<file path="src/rtl/swbl_pkg.sv">
// Shared types and constants for the single-wire backlight encoder.
// No dependencies; used by every module of the block.
package swbl_pkg;

   localparam int LEVEL_W  = 8;
   localparam int DUR_W    = 12;
   localparam int IDX_W    = 5;
   localparam int CSR_AW   = 3;
   localparam int CSR_DW   = 32;

   // Register map (byte addresses, word index in paddr[2])
   localparam logic REG_PANEL_ENABLED = 1'b0;

   // Segment durations in microseconds
   localparam logic [DUR_W-1:0] PRE_LOW_US    = 12'd3000;
   localparam logic [DUR_W-1:0] EW_DELAY_US   = 12'd150;
   localparam logic [DUR_W-1:0] EW_DETECT_US  = 12'd270;
   localparam logic [DUR_W-1:0] EW_WINDOW_US  = 12'd1000 - (EW_DELAY_US + EW_DETECT_US);
   localparam logic [DUR_W-1:0] START_HIGH_US = 12'd5;
   localparam logic [DUR_W-1:0] SHORT_US      = 12'd5;
   localparam logic [DUR_W-1:0] LONG_US       = 12'd20;
   localparam logic [DUR_W-1:0] END_LOW_US    = 12'd10;
   localparam logic [DUR_W-1:0] END_HIGH_US   = 12'd350;
   localparam logic [DUR_W-1:0] ZERO_LOW_US   = 12'd10;

   // Positions inside a run, counted after the preamble
   localparam logic [IDX_W-1:0] PRE_LEN      = 5'd4;
   localparam logic [IDX_W-1:0] POS_START    = 5'd0;
   localparam logic [IDX_W-1:0] POS_LAST_BIT = 5'd16;
   localparam logic [IDX_W-1:0] POS_END_LOW  = 5'd17;
   localparam logic [IDX_W-1:0] RUN_MAX_IDX  = 5'd22;

   typedef enum logic {
      JOB_ZERO,
      JOB_RUN
   } job_kind_type;

   typedef struct packed {
      job_kind_type            kind;
      logic                    pre;
      logic [LEVEL_W-1:0]      level;
      logic [IDX_W-1:0]        idx;
   } job_type;

   typedef struct packed {
      logic                    line_level;
      logic [DUR_W-1:0]        duration_us;
      logic                    last;
   } seg_type;

endpackage

</file>
<file path="src/rtl/single_wire_backlight_encoder_unit.sv">
// Top level of the single-wire backlight encoder.
// Depends on swbl_pkg, swbl_csr and swbl_seg_gen.
//
// Each brightness request becomes a run of wire segments (level plus duration in
// microseconds), one segment per clock unless stalled: 1 for a zero request, 19
// for a level change, 23 when the entry preamble is sent from a stored level of
// zero, and none for a repeat or while the panel is disabled. The run length is
// set by the job register, which walks one segment index per cycle, unless
// stalled, into a one-deep result register. A new request is taken in the cycle
// the previous run hands over its last segment, so runs follow each other with
// no gap; segment-less requests load no job. No clearing pass follows reset.
module single_wire_backlight_encoder_unit
   import swbl_pkg::*;
(
   input  logic               clock,
   input  logic               reset,
   input  logic               req_valid,
   output logic               req_stall,
   input  logic [LEVEL_W-1:0] req_brightness,
   output logic               rsp_valid,
   input  logic               rsp_stall,
   output logic               rsp_line_level,
   output logic [DUR_W-1:0]   rsp_duration_us,
   output logic               rsp_last,
   input  logic               psel,
   input  logic               penable,
   input  logic               pwrite,
   input  logic [CSR_AW-1:0]  paddr,
   input  logic [CSR_DW-1:0]  pwdata,
   output logic [CSR_DW-1:0]  prdata,
   output logic               pready
);

   logic               panel_enabled;
   logic               req_accept;
   logic               out_adv;
   logic               seg_fire;
   logic               dec_job;
   job_type            dec;
   seg_type            seg;

   logic               job_valid_ff;
   logic               job_valid_in;
   job_type            job_ff;
   job_type            job_in;
   logic [LEVEL_W-1:0] prev_level_ff;
   logic [LEVEL_W-1:0] prev_level_in;
   logic               rsp_valid_ff;
   logic               rsp_valid_in;
   seg_type            rsp_ff;
   seg_type            rsp_in;

   swbl_csr u_csr (
      .clock         (clock),
      .reset         (reset),
      .psel          (psel),
      .penable       (penable),
      .pwrite        (pwrite),
      .paddr         (paddr),
      .pwdata        (pwdata),
      .prdata        (prdata),
      .pready        (pready),
      .panel_enabled (panel_enabled)
   );

   swbl_seg_gen u_seg_gen (
      .job (job_ff),
      .seg (seg)
   );

   assign out_adv    = !rsp_valid_ff || !rsp_stall;
   assign seg_fire   = job_valid_ff && out_adv;
   assign req_stall  = job_valid_ff && !(seg_fire && seg.last);
   assign req_accept = req_valid && !req_stall;

   // Decode the request against the stored level
   always_comb begin
      dec_job       = 1'b0;
      dec.kind      = JOB_RUN;
      dec.pre       = (prev_level_ff == '0);
      dec.level     = req_brightness;
      dec.idx       = '0;
      prev_level_in = prev_level_ff;
      if (req_accept && panel_enabled) begin
         if (req_brightness == '0) begin
            dec_job       = 1'b1;
            dec.kind      = JOB_ZERO;
            dec.pre       = 1'b0;
            prev_level_in = '0;
         end else if (req_brightness != prev_level_ff) begin
            dec_job       = 1'b1;
            prev_level_in = req_brightness;
         end
      end
   end

   always_comb begin
      job_valid_in = job_valid_ff;
      job_in       = job_ff;
      if (dec_job) begin
         job_valid_in = 1'b1;
         job_in       = dec;
      end else if (seg_fire && seg.last) begin
         job_valid_in = 1'b0;
      end else if (seg_fire) begin
         job_in.idx = job_ff.idx + 5'd1;
      end
   end

   always_comb begin
      rsp_valid_in = rsp_valid_ff;
      rsp_in       = rsp_ff;
      if (out_adv) begin
         rsp_valid_in = job_valid_ff;
         rsp_in       = seg;
      end
   end

   always_ff @(posedge clock) begin
      if (reset) begin
         job_valid_ff  <= 1'b0;
         prev_level_ff <= '0;
         rsp_valid_ff  <= 1'b0;
      end else begin
         job_valid_ff  <= job_valid_in;
         prev_level_ff <= prev_level_in;
         rsp_valid_ff  <= rsp_valid_in;
      end
   end

   always_ff @(posedge clock) begin
      job_ff <= job_in;
      rsp_ff <= rsp_in;
   end

   assign rsp_valid       = rsp_valid_ff;
   assign rsp_line_level  = rsp_ff.line_level;
   assign rsp_duration_us = rsp_ff.duration_us;
   assign rsp_last        = rsp_ff.last;

`ifndef SYNTHESIS

   a_idx_in_range : assert property (@(posedge clock) disable iff (reset)
      job_valid_ff |-> (job_ff.idx <= RUN_MAX_IDX))
      else $error("segment index past end of run");

   a_zero_single : assert property (@(posedge clock) disable iff (reset)
      (seg_fire && (job_ff.kind == JOB_ZERO)) |=> (rsp_valid && rsp_last && !rsp_line_level))
      else $error("zero request did not give a single low segment");

   a_preamble_load : assert property (@(posedge clock) disable iff (reset)
      (dec_job && (dec.kind == JOB_RUN) && (prev_level_ff == '0))
      |=> (job_valid_ff && job_ff.pre && (job_ff.idx == '0)))
      else $error("preamble not loaded from stored level zero");

   a_disabled_hold : assert property (@(posedge clock) disable iff (reset)
      (req_accept && !panel_enabled) |=> $stable(prev_level_ff))
      else $error("stored level changed while panel disabled");

`endif

endmodule

</file>
<file path="src/rtl/swbl_csr.sv">
// APB-style configuration register block: holds panel_enabled.
// Depends on swbl_pkg.
module swbl_csr
   import swbl_pkg::*;
(
   input  logic              clock,
   input  logic              reset,
   input  logic              psel,
   input  logic              penable,
   input  logic              pwrite,
   input  logic [CSR_AW-1:0] paddr,
   input  logic [CSR_DW-1:0] pwdata,
   output logic [CSR_DW-1:0] prdata,
   output logic              pready,
   output logic              panel_enabled
);

   logic panel_enabled_ff;
   logic panel_enabled_in;
   logic wr_en;

   assign pready = 1'b1;
   assign wr_en  = psel && penable && pwrite && (paddr[2] == REG_PANEL_ENABLED);

   always_comb begin
      panel_enabled_in = panel_enabled_ff;
      if (wr_en) begin
         panel_enabled_in = pwdata[0];
      end
   end

   always_ff @(posedge clock) begin
      if (reset) begin
         panel_enabled_ff <= 1'b1;
      end else begin
         panel_enabled_ff <= panel_enabled_in;
      end
   end

   always_comb begin
      prdata = '0;
      if (paddr[2] == REG_PANEL_ENABLED) begin
         prdata = {{(CSR_DW-1){1'b0}}, panel_enabled_ff};
      end
   end

   assign panel_enabled = panel_enabled_ff;

endmodule

</file>
<file path="src/rtl/swbl_seg_gen.sv">
// Segment lookup: maps the current job and its segment index to one line segment.
// Depends on swbl_pkg.
module swbl_seg_gen
   import swbl_pkg::*;
(
   input  job_type job,
   output seg_type seg
);

   logic [IDX_W-1:0] pos;
   logic [IDX_W-1:0] bit_pos;
   logic [2:0]       bit_sel;
   logic             data_bit;

   always_comb begin
      pos      = job.pre ? (job.idx - PRE_LEN) : job.idx;
      bit_pos  = pos - 5'd1;
      // MSB first: pairs of segments walk bits 7 down to 0
      bit_sel  = 3'd7 - bit_pos[3:1];
      data_bit = job.level[bit_sel];

      seg.line_level  = 1'b1;
      seg.duration_us = END_HIGH_US;
      seg.last        = 1'b0;

      if (job.kind == JOB_ZERO) begin
         seg.line_level  = 1'b0;
         seg.duration_us = ZERO_LOW_US;
         seg.last        = 1'b1;
      end else if (job.pre && (job.idx < PRE_LEN)) begin
         case (job.idx[1:0])
            2'd0: begin
               seg.line_level  = 1'b0;
               seg.duration_us = PRE_LOW_US;
            end
            2'd1: begin
               seg.line_level  = 1'b1;
               seg.duration_us = EW_DELAY_US;
            end
            2'd2: begin
               seg.line_level  = 1'b0;
               seg.duration_us = EW_DETECT_US;
            end
            default: begin
               seg.line_level  = 1'b1;
               seg.duration_us = EW_WINDOW_US;
            end
         endcase
      end else if (pos == POS_START) begin
         seg.line_level  = 1'b1;
         seg.duration_us = START_HIGH_US;
      end else if (pos <= POS_LAST_BIT) begin
         // low half first, then high half; a one has the long high
         seg.line_level = bit_pos[0];
         if (bit_pos[0] == data_bit) begin
            seg.duration_us = LONG_US;
         end else begin
            seg.duration_us = SHORT_US;
         end
      end else if (pos == POS_END_LOW) begin
         seg.line_level  = 1'b0;
         seg.duration_us = END_LOW_US;
      end else begin
         seg.line_level  = 1'b1;
         seg.duration_us = END_HIGH_US;
         seg.last        = 1'b1;
      end
   end

endmodule
</file>
<file path="config.mk">
export PLATFORM = sky130hd
export DESIGN_NAME = single_wire_backlight_encoder_unit
export DESIGN_NICKNAME = d
export VERILOG_FILES = /design/src/rtl/swbl_pkg.sv /design/src/rtl/single_wire_backlight_encoder_unit.sv /design/src/rtl/swbl_csr.sv /design/src/rtl/swbl_seg_gen.sv
export SDC_FILE = /design/constraint.sdc
export NUM_CORES = 1
export LEC_CHECK = 0
export BUFFER_PORTS_ARGS = -buffer_cell sky130_fd_sc_hd__buf_2
export CAP_MARGIN = 20
export CORE_ASPECT_RATIO = 0.5
export CORE_UTILIZATION = 35
export DETAILED_ROUTE_END_ITERATION = 12
export PLACE_DENSITY = 0.68
export SETUP_SLACK_MARGIN = 0.05
export SLEW_MARGIN = 20
export SYNTH_ARGS = -nofsm -noshare
export SYNTH_HDL_FRONTEND = slang
export SYNTH_SLANG_ARGS = --single-unit
export TNS_END_PERCENT = 10
</file>
<file path="constraint.sdc">
create_clock -name clock -period 3.2 [get_ports clock]
set_input_delay 0.64 -clock clock [delete_from_list [all_inputs] [get_ports clock]]
set_output_delay 0.64 -clock clock [all_outputs]
set_load 0.02 [all_outputs]
</file>
==> impl_results.md <==
- Final WL: 4000 um
- Via Count: approximately 1,600
- Area of placed instances: about 2400 sq um
- Setup violators final: 0
- CTS sink cnt: 38
- Top delay family on crit path: compound AO/OA/AOI/OAI gates
- Setup ws final: 0.262 ns
- Area of the mapped netlist: around 2200 sq um
- Post-synth top flop: edfxtp_1
- Worst Path Buf+Inv: 2
- Hold Buf Count CTS: 0
- Synthesis-to-layout area growth: 12.4%
- Worst Tran Pin Value: 0.684 ns
- Critical Path Sink: req_stall
- Relative slew slack: 54.4%
- Layout cells sized above 1: 22.2%
- DP Worst Slack: 0.299 ns
- Worst min-delay path class: flop to flop
- Clock Skews: roughly 0.0050 ns
- N_diodes: 0
- Core Area: 6130 sq um
- DRT Pass-1 Iters: 4
- Top cell type's share of synthesized area: 29.4%
- Final instance area: approximately 2500 sq um
- Syn Inst Count: 224
- VDD IR-drop max: about 0.00021 V
- Chip Height: 58.7 um
- Final nets: 312
- Clock Path Buffers: 2
- DRT antenna net count: 0
- Total die area: 6770 sq um
- Resized Gates After CTS: 0
- CP Depth: 7
- Remaining DRCs: 0
- Most common cell in the netlist: buf_4
- Initial DRC count: 37
- RSZ-0062 raised after global routing: false
- Starting Density: a little under two fifths
- First-pass GRT wire length: 6570 um
- Crit path kind: flop to primary output
- Post-synthesis area per instance: about 10 sq um
- Worst R2R Start: job_ff[0]
- Wirelength per Cell: around 12 um
- CP Launch Type: flop
- IO Port Bufs: 32
- Worst Hold Slack: 0.482 ns
- Commonest cells post-synth: buf_4, edfxtp_1, dfxtp_1, nor2_1
- Slew Limit Fails: 0
- Worst-path clk slew: approximately 0.050 ns
- Tot GR Track Use: between 10% and 20%
- H-tree depth: 2
- FF+latch count, synth: 38
- Hold Violations, Final: 0
- Status: finished, final reports clean
- Non-filler cells, final: ~350
- Largest net degree at the start of global routing: 19
- Crit path DAT: 2.30 ns
- Synth warnings: 0
- TritonCTS clock tree: done
- CP endpoint kind: primary output
- Layout Utilization: about two fifths
- Placed cell count: 337
- Register area share after synthesis: 43.6%
- Req. time, crit path: 2.56 ns
- Synth area leaders: edfxtp_1, dfxtp_1, buf_4
- Worst R2R Path Depth: 8
- Setup TNS: 0 ns
- CP Launch Point: job_ff[2]
- Critical path cell sequence: inv_1, ha_1, and3_1, nand2_1, a41o_2, a21boi_2, buf_2
- Worst r2r dst: rsp_duration_us[4]
- Post-route minimum period: a little under 3 ns
- DR vias/cell: 4.68
- R2r setup slk: 0.48 ns
- Total chip power: 1.81 mW
- Asr flop ratio synth: 0%
- Hpwl dp: 3010 um
- CP max stage delay: ~0.37 ns
- Fin crit share: 91.8%
- Worst Path Max Fanout: 7
- Power Density: 716 nW/um^2
- EDFF count, synth: 22
- Die width: ~120 um
- CTS Buf Count: 5
- Setup repair bufs after CTS: 0
- Core Rows: 20
- Overflow after GRT: 0
- Initial antenna violation count: 0
- Synth area leader: edfxtp_1
- Leakage: around 1.1 nW
- Clock Latency Late Sink: 0.28 ns
- Synth cell types: 47
- I/O Pins: 99
- Slowest cell on crit path: a21boi_2
- Clock root buffer: clkbuf_16
- Placer Congestion: 0.840
- Max cap viols: 0
- Vias in the first global route: 1,452
- Max Clk Rate: 340 MHz
[area by class of cell]
cell class	instances	area, sq um
sequential	38	981
fill	607	3600
clock buffer	8	158
timing repair buffer	37	198
inverter	8	30.0
tap	88	110
multi-input combinational	166	1050
[where the power goes]
part / internal (mW) / switching, mW / total [mW]
Clock: 0.336 / 0.175 / 0.511
Sequential: 0.636 / 0.0426 / 0.678
Combinational: 0.248 / 0.371 / 0.619
[metal layers]
layer	track usage, %	part of all wire [%]
met1	15.8	48
met2	21.1	44
met3	3.91	5.8
met4	6.49	1.6
met5	0	0
[registers in the layout, summed over array words and instances, names as in the netlist]
| register | flops |
|---|---|
| job_valid_ff | 1 |
| rsp_duration_us | 10 |
| rsp_line_level | 1 |
| job_ff | 15 |
| rsp_valid | 1 |
| prev_level_ff | 8 |
| rsp_last | 1 |
| u_csr.panel_enabled | 1 |
[cells by family after synthesis]
group / synth area share [%]
AOI/OAI and AO/OA: 11.5
DFF: 43.6
xor gates and xnor gates: 6.84
adders and majority gates: 3.34
muxes: 2.78
other: 0.334
and+or+nand+nor: 16.6
buffers and inverters: 15.0
[how the worst min path moves through the flow]
stage / from / end / cells past startpoint
finish: u_csr.panel_enabled / u_csr.panel_enabled / 1
global route: u_csr.panel_enabled / u_csr.panel_enabled / 1
CTS: u_csr.panel_enabled / u_csr.panel_enabled / 1
detailed placement: u_csr.panel_enabled / u_csr.panel_enabled / 1
global placement: u_csr.panel_enabled / u_csr.panel_enabled / 1
floorplan: u_csr.panel_enabled / u_csr.panel_enabled / 1
[cells in the final DEF, fill, tap and decap left out, types with 2 or more instances in the layout]
| cell type | count |
|---|---|
| edfxtp_1 | 22 |
| nor2_1 | 15 |
| mux4_1 | 2 |
| buf_2 | 32 |
| dfxtp_1 | 16 |
| nand3b_1 | 2 |
| clkbuf_16 | 6 |
| xor2_1 | 10 |
| a22oi_1 | 2 |
| xnor2_1 | 5 |
| nor4_1 | 6 |
| a21oi_1 | 13 |
| o211ai_1 | 3 |
| and2_1 | 2 |
| buf_4 | 5 |
| or3_1 | 2 |
| and3_1 | 4 |
| nor2b_1 | 3 |
| ha_1 | 6 |
| or3b_2 | 8 |
| nand2_1 | 13 |
| conb_1 | 33 |
| o21ai_0 | 11 |
| clkbuf_1 | 2 |
| inv_1 | 8 |
| nor3_1 | 4 |
[worst register-to-register path, delay by kind of cell, from the launching register on]
kind / cells / cell delay (ns)
DFF: 1 / 0.42
and+or+nand+nor: 2 / 0.53
AOI/OAI and AO/OA: 2 / 0.45
adders and majority gates: 1 / 0.33
buffers and inverters: 1 / 0.15
muxes: 1 / 0.28
xor gates and xnor gates: 1 / 0.44
Power figures use the tool's default switching activity.
